===== config.mk =====
export PLATFORM = sky130hd
export DESIGN_NAME = dataflash_sector_sequencer
export DESIGN_NICKNAME = d
export VERILOG_FILES = /design/src/design/dss_pkg.sv /design/src/design/dss_core.sv /design/src/design/dataflash_sector_sequencer.sv
export VERILOG_INCLUDE_DIRS = /design/src /design/src/design
export SDC_FILE = /design/constraint.sdc
export NUM_CORES = 1
export LEC_CHECK = 0
export BUFFER_PORTS_ARGS = -buffer_cell sky130_fd_sc_hd__buf_2
export CAP_MARGIN = 10
export CELL_PAD_IN_SITES_DETAIL_PLACEMENT = 2
export CELL_PAD_IN_SITES_GLOBAL_PLACEMENT = 2
export CORE_UTILIZATION = 39
export CTS_CLUSTER_DIAMETER = 150
export DETAILED_ROUTE_END_ITERATION = 16
export GPL_ROUTABILITY_DRIVEN = 0
export PLACE_DENSITY_LB_ADDON = 0.1
export SYNTH_ARGS = -nofsm -noshare
export SYNTH_HDL_FRONTEND = slang
export SYNTH_SLANG_ARGS = --single-unit

===== constraint.sdc =====
create_clock -name clk_i -period 3.5 [get_ports clk_i]
set_input_delay 0.175 -clock clk_i [delete_from_list [all_inputs] [get_ports clk_i]]
set_output_delay 0.175 -clock clk_i [all_outputs]
set_load 0.005 [all_outputs]

===== src/design/dataflash_sector_sequencer_assert.svh =====
// Assertion macros shared by the sector sequencer RTL.
// Expects clk_i and rst_ni in the scope where a macro is used.
`ifndef DATAFLASH_SECTOR_SEQUENCER_ASSERT_SVH
`define DATAFLASH_SECTOR_SEQUENCER_ASSERT_SVH

// Clocked property, checked outside reset.
`define DSS_ASSERT(lbl, prop, msg) \
  lbl: assert property (@(posedge clk_i) disable iff (!rst_ni) (prop)) else $error(msg);

// Implication checked in the same cycle.
`define DSS_ASSERT_IMP(lbl, ante, cons, msg) \
  `DSS_ASSERT(lbl, (ante) |-> (cons), msg)

// Implication checked in the next cycle.
`define DSS_ASSERT_NEXT(lbl, ante, cons, msg) \
  `DSS_ASSERT(lbl, (ante) |=> (cons), msg)

`endif


===== src/design/dss_pkg.sv =====
// Types, command codes and byte helpers for the DataFlash sector sequencer.
// No dependencies.
`default_nettype none

package dss_pkg;

  localparam int SECTOR_BYTES = 512;
  localparam int SECTOR_COUNT = 16384;

  localparam int SectorW = 14;
  localparam int CountW  = 10;
  localparam int NextW   = CountW + 1;

  // Last index values of the buffer frames (index of next byte)
  localparam logic [NextW-1:0] RD_END = NextW'(5 + SECTOR_BYTES);
  localparam logic [NextW-1:0] WR_END = NextW'(4 + SECTOR_BYTES);
  localparam logic [23:0]      ODD_OFFSET = 24'(SECTOR_BYTES);

  // Command codes
  localparam logic [2:0] CMD_XFER  = 3'd0;
  localparam logic [2:0] CMD_READ  = 3'd1;
  localparam logic [2:0] CMD_WRITE = 3'd2;
  localparam logic [2:0] CMD_MEDIA = 3'd3;
  localparam logic [2:0] CMD_WAIT  = 3'd4;

  // Flash opcodes and masks
  localparam logic [7:0] OPC_LOAD   = 8'h53;
  localparam logic [7:0] OPC_ERASE  = 8'h81;
  localparam logic [7:0] OPC_WRBUF  = 8'h84;
  localparam logic [7:0] OPC_PROG   = 8'h88;
  localparam logic [7:0] OPC_RDBUF  = 8'hD4;
  localparam logic [7:0] OPC_STATUS = 8'hD7;
  localparam logic [7:0] BYTE_FILL  = 8'hFF;
  localparam logic [7:0] MEDIA_MASK = 8'hBF;
  localparam logic [7:0] MEDIA_PAT  = 8'hBC;

  typedef enum logic [4:0] {
    OP_IDLE  = 5'b00001,
    OP_READ  = 5'b00010,
    OP_WRITE = 5'b00100,
    OP_MEDIA = 5'b01000,
    OP_WAIT  = 5'b10000
  } op_e;

  typedef enum logic [9:0] {
    PH_LOAD       = 10'b0000000001,
    PH_POLL_LOAD  = 10'b0000000010,
    PH_RDBUF      = 10'b0000000100,
    PH_ERASE      = 10'b0000001000,
    PH_POLL_ERASE = 10'b0000010000,
    PH_WRBUF      = 10'b0000100000,
    PH_PROG       = 10'b0001000000,
    PH_POLL_PROG  = 10'b0010000000,
    PH_STATUS     = 10'b0100000000,
    PH_POLL_IDLE  = 10'b1000000000
  } phase_e;

  typedef struct packed {
    logic       tx_valid;
    logic [7:0] tx_byte;
    logic       frame_first;
    logic       rd_valid;
    logic [7:0] rd_byte;
    logic       wr_taken;
    logic       done_res;
    logic       media_ok;
    logic       rejected;
  } res_t;

  // Byte k (1 = most significant) of the 24-bit page address
  function automatic logic [7:0] addr_byte(logic [SectorW-1:0] sec, logic [1:0] k);
    logic [23:0] a;
    a = {sec, 10'b0};
    case (k)
      2'd1:    addr_byte = a[23:16];
      2'd2:    addr_byte = a[15:8];
      default: addr_byte = a[7:0];
    endcase
  endfunction

  // Byte k of the buffer offset: odd sectors sit in the upper half
  function automatic logic [7:0] off_byte(logic odd, logic [1:0] k);
    logic [23:0] o;
    o = odd ? ODD_OFFSET : 24'd0;
    case (k)
      2'd1:    off_byte = o[23:16];
      2'd2:    off_byte = o[15:8];
      default: off_byte = o[7:0];
    endcase
  endfunction

endpackage

`default_nettype wire


===== src/design/dss_core.sv =====
// Sequencer state and next-byte logic: one item per step.
// Depends on dss_pkg and dataflash_sector_sequencer_assert.svh.
`default_nettype none
`include "dataflash_sector_sequencer_assert.svh"

module dss_core import dss_pkg::*; (
  input  wire logic               clk_i,
  input  wire logic               rst_ni,
  input  wire logic               step_i,
  input  wire logic [2:0]         cmd_i,
  input  wire logic [SectorW-1:0] sector_i,
  input  wire logic [7:0]         rx_byte_i,
  input  wire logic [7:0]         wr_byte_i,
  output res_t                    res_o
);

  op_e                op_q, op_d;
  phase_e             ph_q, ph_d;
  logic [CountW-1:0]  cnt_q, cnt_d;
  logic [SectorW-1:0] sec_q, sec_d;

  logic               busy;
  logic [NextW-1:0]   nx;
  logic               frm, snd, fin;
  phase_e             frm_ph;
  logic [7:0]         frm_byte, snd_byte;
  res_t               res;

  always_comb begin
    op_d     = op_q;
    ph_d     = ph_q;
    cnt_d    = cnt_q;
    sec_d    = sec_q;
    res      = '0;
    frm      = 1'b0;
    snd      = 1'b0;
    fin      = 1'b0;
    frm_ph   = ph_q;
    frm_byte = '0;
    snd_byte = '0;
    busy     = (op_q != OP_IDLE);
    nx       = {1'b0, cnt_q} + NextW'(1);

    if (cmd_i > CMD_WAIT || (cmd_i == CMD_XFER && !busy) ||
        (cmd_i != CMD_XFER && busy)) begin
      res.rejected = 1'b1;
    end else begin
      case (cmd_i)
        CMD_XFER: begin
          case (ph_q)
            PH_LOAD, PH_ERASE, PH_PROG: begin
              if (cnt_q < CountW'(3)) begin
                snd      = 1'b1;
                snd_byte = addr_byte(sec_q, nx[1:0]);
              end else begin
                frm      = 1'b1;
                frm_byte = OPC_STATUS;
                frm_ph   = (ph_q == PH_LOAD)  ? PH_POLL_LOAD :
                           (ph_q == PH_ERASE) ? PH_POLL_ERASE : PH_POLL_PROG;
              end
            end
            PH_POLL_LOAD, PH_POLL_ERASE, PH_POLL_PROG, PH_POLL_IDLE, PH_STATUS: begin
              if (cnt_q == '0) begin
                snd      = 1'b1;
                snd_byte = BYTE_FILL;
              end else if (ph_q == PH_STATUS) begin
                res.media_ok = ((rx_byte_i & MEDIA_MASK) == MEDIA_PAT);
                fin          = 1'b1;
              end else if (!rx_byte_i[7]) begin
                // chip still busy: poll again
                frm      = 1'b1;
                frm_byte = OPC_STATUS;
              end else if (ph_q == PH_POLL_LOAD) begin
                frm      = 1'b1;
                frm_ph   = (op_q == OP_WRITE) ? PH_ERASE : PH_RDBUF;
                frm_byte = (op_q == OP_WRITE) ? OPC_ERASE : OPC_RDBUF;
              end else if (ph_q == PH_POLL_ERASE) begin
                frm      = 1'b1;
                frm_ph   = PH_WRBUF;
                frm_byte = OPC_WRBUF;
              end else begin
                fin = 1'b1;
              end
            end
            PH_RDBUF: begin
              if (cnt_q >= CountW'(5)) begin
                res.rd_valid = 1'b1;
                res.rd_byte  = rx_byte_i;
              end
              if (nx <= NextW'(3)) begin
                snd      = 1'b1;
                snd_byte = off_byte(sec_q[0], nx[1:0]);
              end else if (nx < RD_END) begin
                snd = 1'b1;
              end else begin
                fin = 1'b1;
              end
            end
            PH_WRBUF: begin
              if (nx <= NextW'(3)) begin
                snd      = 1'b1;
                snd_byte = off_byte(sec_q[0], nx[1:0]);
              end else if (nx < WR_END) begin
                snd          = 1'b1;
                snd_byte     = wr_byte_i;
                res.wr_taken = 1'b1;
              end else begin
                frm      = 1'b1;
                frm_ph   = PH_PROG;
                frm_byte = OPC_PROG;
              end
            end
            default: fin = 1'b1;
          endcase
        end
        CMD_READ, CMD_WRITE: begin
          sec_d    = SectorW'(sector_i % SECTOR_COUNT);
          op_d     = (cmd_i == CMD_READ) ? OP_READ : OP_WRITE;
          frm      = 1'b1;
          frm_ph   = PH_LOAD;
          frm_byte = OPC_LOAD;
        end
        CMD_MEDIA: begin
          op_d     = OP_MEDIA;
          frm      = 1'b1;
          frm_ph   = PH_STATUS;
          frm_byte = OPC_STATUS;
        end
        default: begin
          op_d     = OP_WAIT;
          frm      = 1'b1;
          frm_ph   = PH_POLL_IDLE;
          frm_byte = OPC_STATUS;
        end
      endcase
    end

    if (frm) begin
      ph_d            = frm_ph;
      cnt_d           = '0;
      res.tx_valid    = 1'b1;
      res.tx_byte     = frm_byte;
      res.frame_first = 1'b1;
    end
    if (snd) begin
      cnt_d        = nx[CountW-1:0];
      res.tx_valid = 1'b1;
      res.tx_byte  = snd_byte;
    end
    if (fin) begin
      op_d         = OP_IDLE;
      ph_d         = PH_LOAD;
      cnt_d        = '0;
      res.done_res = 1'b1;
    end
  end

  always_ff @(posedge clk_i or negedge rst_ni) begin
    if (!rst_ni) begin
      op_q  <= OP_IDLE;
      ph_q  <= PH_LOAD;
      cnt_q <= '0;
      sec_q <= '0;
    end else if (step_i) begin
      op_q  <= op_d;
      ph_q  <= ph_d;
      cnt_q <= cnt_d;
      sec_q <= sec_d;
    end
  end

  assign res_o = res;

  `DSS_ASSERT_IMP(a_one_outcome, step_i, $onehot({res.tx_valid, res.done_res, res.rejected}),
    "step must give exactly one of send, done, reject")
  `DSS_ASSERT_IMP(a_wr_only_writing, step_i && res.wr_taken,
    op_q == OP_WRITE && ph_q == PH_WRBUF && res.tx_byte == wr_byte_i,
    "host byte taken outside write-buffer phase")
  `DSS_ASSERT_NEXT(a_done_idle, step_i && res.done_res, op_q == OP_IDLE && cnt_q == '0,
    "sequencer not idle after done")
  `DSS_ASSERT_IMP(a_idle_count, op_q == OP_IDLE, cnt_q == '0 && ph_q == PH_LOAD,
    "idle sequencer holds stale phase or count")

endmodule

`default_nettype wire


===== src/design/dataflash_sector_sequencer.sv =====
// An accepted item enters the input register, which feeds the sequencing logic;
// the logic loads the result register once that register is free.
// Throughput: one item per cycle; the only limit is the result register
// draining to the consumer.
// Reset (rst_ni low, asynchronous): sequencer idle, both registers empty.
// Depends on dss_pkg, dss_core and dataflash_sector_sequencer_assert.svh.
`default_nettype none
`include "dataflash_sector_sequencer_assert.svh"

module dataflash_sector_sequencer import dss_pkg::*; (
  input  wire logic               clk_i,
  input  wire logic               rst_ni,
  input  wire logic               in_valid_i,
  output      logic               in_ready_o,
  input  wire logic [2:0]         cmd_i,
  input  wire logic [SectorW-1:0] sector_i,
  input  wire logic [7:0]         rx_byte_i,
  input  wire logic [7:0]         wr_byte_i,
  output      logic               out_valid_o,
  input  wire logic               out_ready_i,
  output      logic               tx_valid_o,
  output      logic [7:0]         tx_byte_o,
  output      logic               frame_first_o,
  output      logic               rd_valid_o,
  output      logic [7:0]         rd_byte_o,
  output      logic               wr_taken_o,
  output      logic               done_res_o,
  output      logic               media_ok_o,
  output      logic               rejected_o
);

  logic               in_valid_q;
  logic [2:0]         cmd_q;
  logic [SectorW-1:0] sector_q;
  logic [7:0]         rx_q, wr_q;
  logic               out_valid_q;
  res_t               res_q;
  res_t               res;
  logic               out_free, step;

  assign out_free   = !out_valid_q || out_ready_i;
  assign step       = in_valid_q && out_free;
  assign in_ready_o = !in_valid_q || step;

  always_ff @(posedge clk_i or negedge rst_ni) begin
    if (!rst_ni) begin
      in_valid_q  <= 1'b0;
      out_valid_q <= 1'b0;
    end else begin
      if (in_ready_o) begin
        in_valid_q <= in_valid_i;
      end
      if (out_free) begin
        out_valid_q <= step;
      end
    end
  end

  // payload registers load on accept, the result register on step; hold otherwise
  always_ff @(posedge clk_i) begin
    if (in_valid_i && in_ready_o) begin
      cmd_q    <= cmd_i;
      sector_q <= sector_i;
      rx_q     <= rx_byte_i;
      wr_q     <= wr_byte_i;
    end
    if (step) begin
      res_q <= res;
    end
  end

  dss_core u_core (
    .clk_i     (clk_i),
    .rst_ni    (rst_ni),
    .step_i    (step),
    .cmd_i     (cmd_q),
    .sector_i  (sector_q),
    .rx_byte_i (rx_q),
    .wr_byte_i (wr_q),
    .res_o     (res)
  );

  assign out_valid_o   = out_valid_q;
  assign tx_valid_o    = res_q.tx_valid;
  assign tx_byte_o     = res_q.tx_byte;
  assign frame_first_o = res_q.frame_first;
  assign rd_valid_o    = res_q.rd_valid;
  assign rd_byte_o     = res_q.rd_byte;
  assign wr_taken_o    = res_q.wr_taken;
  assign done_res_o    = res_q.done_res;
  assign media_ok_o    = res_q.media_ok;
  assign rejected_o    = res_q.rejected;

  `DSS_ASSERT_NEXT(a_result_held, out_valid_q && !out_ready_i,
    out_valid_q && $stable(res_q), "stalled result changed")
  `DSS_ASSERT_NEXT(a_step_fills, step, out_valid_q, "stepped item produced no result")
  `DSS_ASSERT_IMP(a_first_sends, out_valid_q && frame_first_o, tx_valid_o,
    "frame start without a byte to send")

endmodule

`default_nettype wire


==> results of run 1 <==
logic make-up (layout without fill, tap and decap cells):
group / Yosys count / count (layout)
compound gates: 98 / 98
xor+xnor: 8 / 8
fa+ha+maj: 4 / 4
simple gates: 129 / 129
mux: 18 / 18
buf+inv: 31 / 131
flops: 97 / 97
worst max-delay path by stage:
| stage | endpoint | slack, ps | cells after the start |
|---|---|---|---|
| floorplan | u_core.ph_q[2] | 890 | 10 |
| global placement | tx_byte_o[6] | 430 | 9 |
| detailed placement | tx_byte_o[2] | 270 | 9 |
| CTS | tx_byte_o[7] | 270 | 9 |
| global route | u_core.ph_q[7] | 100 | 9 |
| finish | u_core.ph_q[3] | 330 | 9 |
state kept, by name, indices dropped and copies added (netlist names), 3 cells and up:
| register | cells |
|---|---|
| u_core.sec_q | 14 |
| u_core.op_q | 5 |
| cmd_q | 3 |
| tx_byte_o | 8 |
| u_core.cnt_q | 10 |
| wr_q | 8 |
| u_core.ph_q | 10 |
| rd_byte_o | 8 |
| rx_q | 8 |
| sector_q | 14 |
metal layers:
metal / part of all wire / vias to the layer above / GRT usage / wire (um)
li1: - / 1646 / - / -
met1: 0.45 / 1832 / 0.289 / 5990
met2: 0.52 / 46 / 0.413 / 6950
met3: 0.018 / 11 / 0.0338 / 244
met5: 0 / - / 0 / 0
met4: 0.014 / 0 / 0.0811 / 193
layout by cell type (no fill, tap or decap), types with 10 or more instances in the layout:
cell type / instances
nor2_1: 16
edfxtp_1: 56
and2_1: 15
a21oi_1: 10
nand2_1: 27
a22o_1: 11
buf_2: 61
o21ai_0: 27
dfrtp_1: 39
nand3_1: 11
mux2_2: 13
dlygate4sd3_1: 32
inv_1: 13
cell type report:
| cell class | instances | area, sq um | area share |
|---|---|---|---|
| Inverter | 14 | 55.1 | 0.00958 |
| Tap cell | 143 | 179 | 0.0311 |
| Clock inverter | 6 | 47.5 | 0.00827 |
| Sequential cell | 97 | 2710 | 0.472 |
| Timing Repair Buffer | 101 | 686 | 0.119 |
| Clock buffer | 10 | 239 | 0.0416 |
| Multi-Input combinational cell | 257 | 1830 | 0.319 |
power by group:
part | leakage [nW] | switching (W) | internal, W
combinational | 1.11 | 0.000340 | 0.000250
sequential | 1.07 | 0.0000866 | 0.00134
clock | 0.141 | 0.000457 | 0.000510
metrics by stage:
stage | util | setup WS, ps | area [sq um] | power [W] | hold WS (ps)
3_5_place_dp | 0.442 | 267 | 5130 | 0.00200 | 354
5_1_grt | 0.495 | 101 | 5750 | 0.00313 | 1.46
4_1_cts | 0.494 | 273 | 5740 | 0.00301 | 0.133
2_1_floorplan | - | 885 | 4710 | 0.00180 | -121
3_3_place_gp | 0.442 | 427 | 5130 | 0.00197 | 351
6_report | 0.495 | 335 | 5750 | 0.00298 | 1.71
repair_timing:
| action | in CTS | in global routing |
|---|---|---|
| gates resized for setup | 0 | 1 |
| hold buffers | 32 | 0 |
| endpoints found under the hold margin | 32 | 0 |
| buffers inserted | 0 | 0 |
| endpoints found under the setup margin | 0 | 7 |
==> results, run 1 <==
- The flow ran to the end, but the final reports show violations.
- Synthesis produced 385 cells.
- The pin count of the biggest net entering global routing is 42.
- Setup violations remaining at the end of the flow were counted as 0.
- The hold violation total from the final report came to 0.
- Relative to the synthesized area, the layout overhead comes to 22.1%.
- The count of distinct cell types in the synthesized netlist is 81.
- After synthesis the netlist holds a flip-flop and latch count of 97.
- The non-filler instance count after layout is 628.
- For the final database, setup skew stands at 8.14 ps.
- Of the total synthesized cell area, the portion taken by full adders, half adders and majority gates is 0.0106.
- For this run, asynchronously set or reset flops after synthesis account for 0.423.
- Traced cell by cell, the critical path runs through ha_1, and3_1, and2_1, nand3_1, and2_1, a311oi_2, o21ai_1, a31o_1, a22o_1.
- The worst register-to-register path begins at u_core.cnt_q[0].
- The number of flops mapped to enable cells by yosys is 56.
- Clock-pin slew was measured on the worst setup and hold paths at 70 ps.
- The iteration-0 DRC count of the detailed router is 116.
- The horizontal extent of the die is 112 um.
- The HPWL after detailed placement is 9.15 mm.
- CTS built an H-tree with a depth of 3.
- Along the worst path, the maximum fanout reaches 10.
- Setup repair after global routing left no endpoint under its margin.
- The endpoint required time on the critical path is 3740 ps.
- The xor/xnor cell area share of the yosys netlist is 0.0165.
- For this design the top-level I/O count stands at 62.
- The first global-routing pass estimated 21.9 mm of wire.
- The worst-case headroom to the max-slew limit is 0.316.
- After synthesis, the cell types taking the most area are edfxtp_1 36%, dfrtp_1 21%, mux2_2 3.1%.
- By instance count, the cell type seen most on the critical path is and2_1.
- The min-delay analysis places its worst path in the category input pin to async pin.
- The area of the mapped netlist is 0.00471 sq mm.
- The initial antenna violation count is 0.
- The DRC violations left is 2.
- The total number of clock tree sinks is 97.
- Of the post-synthesis cell area, the dominant cell type holds 0.357.
- The critical path's top delay family is compound AO/OA/AOI/OAI gates.
- The worst register-to-register path has a depth of 9.
- Each instance of the synthesized netlist takes up on average 12.2 sq um.
- The total number of yosys warnings is 0.
- The clock root buffer is clkbuf_16.
- The checks that failed: DRC.
- No sink is reached through more buffers than the 2 on the longest clock path.
- The final-report max-slew violation count was 0.
- Dividing the final minimum period by the clock period gives 0.904.
- The total grt overflow is 0.
- The total global-route track usage is 0.233.
- Summed over all instances, the cell type with the most area after synthesis is edfxtp_1.
- Detailed routing inserted a total of 3535 vias.
- The kind of critical path is register to register.
- For this run, the slowest stage of the critical path takes 470 ps.
- The pre-antenna-repair detailed-routing pass consisted of 10 iterations.
- The number of inserted diodes is 0.
- The portion of netlist area occupied by mux cells is 0.0420.
- In this run the vertical extent of the chip is 112 um.
- The max-cap check violation count is 0.
- Input and output buffers added on the ports amount to 61.
- The synthesized-area fraction occupied by and/or/nand/nor cells is 0.166.
- The fmax is 316 MHz.
- The largest family of logic cells by synthesized area is simple AND/OR/NAND/NOR gates.
- In the final layout, the share of cells above drive strength 1 is 0.264.
- The total negative slack for setup checks is 0 ps.
- The clock latency of the later-clocked register in the worst-skew pair is 360 ps.
- The detailed-route wire length is 13.4 mm.
- Across the VDD grid, the largest voltage drop is 382 uV.
- The full die area is 0.0125 sq mm.
- The critical path data arrival time is 3400 ps.
- The post-layout minimum cycle time is 3170 ps.
- The core region is 0.0116 sq mm.
- The worst-margin pin slew is 1030 ps.
- The via count of the first global-routing pass is 3955.
- The average vias per placed instance is 5.63.
- Including well taps, the total number of placed cells is 580.
- The critical path starts at u_core.cnt_q[0].
- The standby leakage power is 2.33 nW.
- The post-synthesis net count is 426.
- For this configuration, the core starts out at a cell density of 0.405.
- The end of the worst register-to-register path is u_core.ph_q[3].
- STA classifies the critical path endpoint as a register.
- The detail route stage leaves a number of antenna-violating nets equal to 0.
- The layout has 1159 filler cells.
- The library cell with the highest instance count after synthesis is edfxtp_1.
- The number of cell rows is 39.
- STA classifies the critical path startpoint as a register.
- The sequential element share of the synthesized area is 0.576.
- For flop-to-flop paths, the worst setup slack is 330 ps.
- Sorting the synthesized cells by how often they occur yields 56 x edfxtp_1, 39 x dfrtp_1, 27 x nand2_1, 27 x o21ai_0, 16 x nor2_1.
- The most instantiated flip-flop cell in the synthesis netlist is edfxtp_1.
- The buffer and inverter count on the worst path is 0.
- The number of CTS-inserted buffers is 9.
- The post-synthesis compound-gate area fraction is 0.153.
- In the final routed layout, each cell accounts on average for 21.3 um.
- The total power divided by cell area is 519 mW/mm^2.
- The post-layout net count is 521.
- The cell with the largest stage delay on the worst path is dfrtp_1.
- The CTS tree is built.
No activity file was read; power rests on OpenSTA's default activity.
==> inputs of run 2 (changes only) <==
--- a/config.mk
+++ b/config.mk
@@ -6,7 +6,7 @@
 export SDC_FILE = /design/constraint.sdc
 export NUM_CORES = 1
 export LEC_CHECK = 0
-export BUFFER_PORTS_ARGS = -buffer_cell sky130_fd_sc_hd__buf_2
+export BUFFER_PORTS_ARGS = -buffer_cell sky130_fd_sc_hd__buf_4
 export CAP_MARGIN = 10
 export CELL_PAD_IN_SITES_DETAIL_PLACEMENT = 2
 export CELL_PAD_IN_SITES_GLOBAL_PLACEMENT = 2
==> run 2 against run 1 <==
The run still ends with DRC left. Largest cell class unchanged. Utilization is 1.4 points higher. Global-route usage is 1.9 points higher. Critical path depth is 1 higher. Flip-flop and latch count stayed put. Final area is 2.9% higher. Cell count stayed put. Non-clock buffer count stayed put. Clock power is 7% higher. Clock-buffer cell count stayed put. First-iteration DRC count is 58% higher. Wire length is 8.8% higher.
==> results, run 2 (synthesized netlist as in run 1, its figures left out) <==
- The total negative slack for setup checks is 0 ps.
- Headroom to the max-slew limit came out at 0.353.
- The critical path in this run is classified as register to register.
- Across every metal layer, demand over resource in global routing totals 0.252.
- The number of setup buffers added after CTS is 0.
- The sum of internal, switching and leakage power is 0.00308 W.
- The number of buffers between clock root and the deepest sink is 2.
- The clock root buffer is clkbuf_16.
- After clock tree synthesis, the clock-pin slew on the worst setup and hold paths is 70 ps.
- The final-report max-slew violation count is 0.
- The area added between synthesis and finish is 25.6%.
- Dividing the detail-routed via count by the number of cells gives 5.67.
- The relative contribution of the clock network to total power is 0.333.
- The number of top-level pins is 62.
- The proportion of layout cells with a drive suffix above 1 is 0.266.
- TritonCTS built the clock tree.
- The non-filler instance count after layout is 628.
- Setup repair after global routing left no endpoint under its margin.
- The DRC violations left is 2.
- The final reports fail on DRC.
- For this run, the top clock speed supported by timing is 314 MHz.
- The via count of the first global-routing pass is 4042.
- The wire length of the first global-routing pass is 23.2 mm.
- The number of levels in the clock H-tree is 3.
- The routed wire length per instance is 23.2 um.
- The hold violation total from the final report is 0.
- The die is 112 um tall.
- Wires add up to 14.6 mm.
- The worst hold path belongs to the class input pin to register.
- The HPWL after detailed placement is 9.28 mm.
- The switching power is 0.000937 W.
- The initial utilization of the core area, before any placement, comes to 0.405.
- The critical path data arrival time is 3470 ps.
- The top cell types in the final layout, fill and taps aside, are 68 x buf_4, 56 x edfxtp_1, 39 x dfrtp_1.
- The worst-margin pin slew is 971 ps.
- The relative contribution of combinational cells to total power is 0.203.
- The max-cap check violation count is 0.
- The total power divided by cell area is 522 mW/mm^2.
- The endpoint required time on the critical path is 3790 ps.
- The endpoint type of the worst setup path is a register.
- The initial antenna violation count is 0.
- The worst clock skew is 15.4 ps.
- The repair_antennas step left the layout with diodes totalling 0.
- The smallest hold slack is 18.1 ps.
- The most used cell along the critical path is nand4_2.
- The highest cell delay on the worst timing path is 500 ps.
- In this run, the number of DRC markers left after iteration 0 of detailed routing was 183.
- The number of detailed-routing iterations run before antenna repair is 10.
- Buffers inserted during clock tree synthesis total 9.
- The final layout contains 521 nets.
- The cell with the largest stage delay on the worst path is dfrtp_1.
- The die covers 0.0125 sq mm.
- After routing the design area is 0.00591 sq mm.
- Counting every sink on the clock net gives 97.
- Of the total power, the share spent switching nets is 0.304.
- In this run the horizontal extent of the chip is 112 um.
- The total grt overflow is 0.
- The worst setup path is launched from a register.
- The final number of setup-violating endpoints is 0.
- The largest registers in the layout are sector_q: 14 flops, u_core.sec_q: 14 flops.
- The post-route fraction of the period consumed by the critical path is 0.909.
- The standby leakage power is 2.38 nW.
- The via count is 3558.
- The highest fanout seen on the critical path is 10.
- The clock latency of the later-clocked register in the worst-skew pair is 360 ps.
- The critical path goes through ha_1, and3_1, and2_1, nand4_2, a21oi_4, nand4_2, a32oi_4, inv_4, nor4_4, a22o_1.
- The antenna violation net count after detailed routing is 0.
- The post-layout minimum cycle time is 3180 ps.
- The portion of total power attributed to sequential cells is 0.465.
- The most common cell after layout, fill and taps aside is buf_4.
- The flow ran to the end, but the final reports show violations.
- The number of cell rows is 39.
- Once placement completed, the tool counted placed cells totaling 579.
- During placement, the flow inserted port buffers numbering 61.
- The internal portion of the total power is 0.00215 W.
- The highest ir drop seen on vdd is 309 uV.
- In this run the cell area measured after placement is 0.00528 sq mm.
- The placeable core region is 0.0116 sq mm.
- Entering global routing, the biggest net connects 42 pins.
run 2: final cells by class:
class                           count  area, sq um
Timing Repair Buffer              101          841
Clock buffer                       10          250
Fill cell                        1139         5700
Multi-Input combinational cell    257         1830
Sequential cell                    97         2710
Tap cell                          143          179
Inverter                           14         55.1
Clock inverter                      6         46.3
run 2: per-stage QoR:
step / util / setup WS (ps)
6_report: 0.509 / 320
5_1_grt: 0.509 / 16.3
4_1_cts: 0.509 / 97.2
3_5_place_dp: 0.455 / 178
3_3_place_gp: 0.455 / 472
2_1_floorplan: - / 885
run 2: timing repair:
item / 4_1_cts / 5_1_grt
resized for setup: 0 / 2
hold buffers: 33 / 0
setup endpoints to repair: 0 / 15
hold endpoints to repair: 71 / 0
run 2: worst paths after layout:
path,startpoint,end,slack [ps],cells past startpoint
max,u_core.cnt_q[0],u_core.ph_q[3],320,10
min,in_valid_i,in_valid_q,20,2
max reg2reg,u_core.cnt_q[0],u_core.ph_q[3],320,10
min reg2reg,sector_q[4],u_core.sec_q[4],480,1
max in group asynchronous,rst_ni,u_core.sec_q[5],2740,2
min in group asynchronous,rst_ni,u_core.ph_q[7],350,2
run 2: critical path: cells and delay by family, from the launching register on:
kind / cells / cell delay (ps)
simple gates: 5 / 1210
compound gates: 3 / 940
flops: 1 / 500
fa+ha+maj: 1 / 390
buf+inv: 1 / 60
run 2: layer usage:
metal | global-route usage | routed length [um]
met4 | 0.138 | 568
met3 | 0.0365 | 357
met2 | 0.441 | 7520
met1 | 0.296 | 6120
met5 | 0 | 0
run 2: power groups by stage:
| stage | clock network (W) | registers, W | logic [W] |
|---|---|---|---|
| floorplan | 0 | 0.00142 | 0.000383 |
| global route | 0.00107 | 0.00145 | 0.000681 |
| finish | 0.00103 | 0.00143 | 0.000625 |
| CTS | 0.00102 | 0.00143 | 0.000620 |
| global placement | 0 | 0.00144 | 0.000552 |
| detailed placement | 0 | 0.00145 | 0.000583 |
==> inputs of run 3 (changes only) <==
--- a/config.mk
+++ b/config.mk
@@ -14,7 +14,7 @@
 export CTS_CLUSTER_DIAMETER = 150
 export DETAILED_ROUTE_END_ITERATION = 16
 export GPL_ROUTABILITY_DRIVEN = 0
-export PLACE_DENSITY_LB_ADDON = 0.1
+export PLACE_DENSITY = 0.86
 export SYNTH_ARGS = -nofsm -noshare
 export SYNTH_HDL_FRONTEND = slang
 export SYNTH_SLANG_ARGS = --single-unit
==> run 3 against run 2 <==
The run still ends with DRC left. Clock power is essentially flat. Total power is 2.8% higher. Global-route usage increased by 1.2 points. Flip-flop and latch count is the same. Non-clock buffer count decreased by 2. Hold slack lost 14 ps. Setup slack worse by 260 ps. Critical path depth is the same. Sequential share of layout area is 0.15 points higher. Clock skew shrank 2.8 ps. Largest cell class unchanged. Largest power group unchanged.
==> results, run 3 (synthesized netlist as in run 1, its figures left out) <==
- The initial antenna violation count came to 0.
- OpenSTA, run right after detailed placement, puts the worst setup slack at 252 ps.
- The max-cap check violation count is 0.
- The fmax is 291 MHz.
- After the last flow step, the layout net total stands at 519.
- For this run, the slowest stage of the critical path takes 500 ps.
- At the worst endpoint, the required time is 3550 ps.
- The first global-routing pass estimated 24.3 mm of wire.
- The clock root buffer is clkbuf_16.
- The total power divided by cell area is 538 mW/mm^2.
- The antenna violation net count after detailed routing is 0.
- Entering global routing, the biggest net connects 42 pins.
- The via count is 3811.
- Setup violations remaining at the end of the flow were counted as 0.
- The critical path is of the register to register type.
- Hold timing on the final database bottoms out at a slack of 3.96 ps.
- The total global-route track usage is 0.263.
- The checks that failed: DRC.
- The detailed router finished its first iteration with 335 violations.
- During placement, the flow inserted port buffers numbering 61.
- The worst setup path is launched from a register.
- The worst-margin pin slew is 975 ps.
- The min-delay analysis places its worst path in the category input pin to register.
- The instance area at placement is 0.00530 sq mm.
- Compared with the post-synthesis result, the final layout area differs by 25.2%.
- The number of detailed-routing iterations run before antenna repair is 11.
- The average vias per placed instance is 6.09.
- The initial cell density of the core is 0.405.
- The total grt overflow is 0.
- The routed design could run at a clock period as short as 3440 ps.
- The clock latency of the later-clocked register in the worst-skew pair is 360 ps.
- 62 I/O pins were placed.
- The placeable core region is 0.0116 sq mm.
- The CTS clock-pin slew for the worst setup and hold paths is 80 ps.
- The full die area is 0.0125 sq mm.
- The post-route fraction of the period consumed by the critical path is 0.983.
- The clock passes through at most 2 buffers.
- The proportion of layout cells with a drive suffix above 1 is 0.271.
- The CTS tree is built.
- The finished cells cover 0.00589 sq mm.
- For this design, the slowest cell found on the critical path is dfrtp_1.
- On the final layout, the worst clock skew is 12.6 ps.
- The via count of the first global-routing pass is 4101.
- The detailed-route wire length is 17.6 mm.
- In the final layout, the registers with the most flip-flops are sector_q: 14 flops, u_core.sec_q: 14 flops.
- Across all setup checks in the final design, the least slack found is 59.4 ps.
- The number of inserted diodes is 0.
- IR analysis of the VDD net gives a maximum drop of 353 uV.
- The hold violation total from the final report was 0.
- The standby leakage power is 2.37 nW.
- The flow ran to the end, but the final reports show violations.
- The floorplan has 39 rows.
- The number of levels in the clock H-tree is 3.
- Once detailed placement completed, the half-perimeter wirelength came to 9.74 mm.
- Traced cell by cell, the critical path runs through ha_1, and3_1, and2_1, nand4_2, a21oi_4, a311oi_2, o31ai_2, inv_1, o21ai_0, o21ai_0.
- The endpoint type of the worst setup path is a register.
- The most common cell after layout, fill and taps aside is buf_4.
- After detailed routing, the number of remaining DRC violations is 1.
- The horizontal extent of the die is 112 um.
- The highest fanout seen on the critical path is 8.
- Counting the buffers created by CTS gives 9.
- The most used cell along the critical path is o21ai_0.
- The height of the die is 112 um.
- The routed wire length per instance is 28.1 um.
- The final-report max-slew violation count is 0.
- Leaving out fill and tap cells, the most frequent cells in the layout are 70 x buf_4, 56 x edfxtp_1, 39 x dfrtp_1.
- The share of the core filled with cells in the final layout is 0.507.
- Measured against its own limit, the worst slew margin works out to 0.350.
- STA puts the critical path data arrival time at 3490 ps.
- For this design, the sink count on the clock tree is 97.
- The total negative slack for setup checks is 0 ps.
==> run 3: cell types whose count changed in the layout (fill, tap and decap cells not counted), moves of 2 or more <==
cell           delta
buf_4             +2
clkinv_2          -2
dlygate4sd3_1     -4
inv_8             +2
==> run 3: cell type report <==
cell class,instances,area [sq um]
Sequential cell,97,2710
Tap cell,143,179
Fill cell,1128,5720
Clock buffer,10,239
Clock inverter,6,58.8
Timing Repair Buffer,99,816
Multi-Input combinational cell,257,1840
Inverter,14,55.1
==> run 3: metal layers <==
layer	share of wire	routed length, um	global-route usage	vias up
li1	-	-	-	1640
met1	0.38	6730	0.310	1978
met2	0.54	9400	0.474	150
met3	0.045	798	0.0419	43
met4	0.036	641	0.113	0
met5	0	0	0	-
==> run 3: path summary, 6_finish.rpt <==
kind / start / end / slack [ps] / depth (start not counted)
worst min register to register: sector_q[4] / u_core.sec_q[4] / 480 / 1
min in group asynchronous: rst_ni / u_core.ph_q[1] / 350 / 2
max in group asynchronous: rst_ni / u_core.sec_q[8] / 2740 / 2
worst max-delay path: u_core.cnt_q[0] / tx_byte_o[0] / 60 / 10
worst min-delay path: wr_byte_i[3] / wr_q[3] / 4 / 1
worst max register to register: u_core.cnt_q[0] / tx_byte_o[0] / 60 / 10
==> run 3: metrics by stage <==
step | total power [W] | cells
finish | 0.00317 | 626
detailed placement | 0.00205 | 581
CTS | 0.00308 | 620
global route | 0.00326 | 626
floorplan | 0.00180 | 385
global placement | 0.00199 | 581
==> run 3: repair_timing <==
item / in CTS / in global routing
setup endpoints to repair: 0 / 7
buffers inserted: 0 / 0
hold buffers: 23 / 6
hold endpoints to repair: 61 / 6
gates resized for setup: 0 / 2
==> run 3: worst max-delay path, delay by kind of cell (launching register included) <==
kind            cells  cell delay, ps
fa+ha+maj           1             380
simple gates        3             700
compound gates      5            1340
buf+inv             1             220
flops               1             500
==> run 3: where the power goes <==
group	leakage (nW)	switching (W)	internal [W]
Combinational	1.15	0.000412	0.000277
Sequential	1.07	0.000111	0.00134
Clock	0.145	0.000508	0.000522
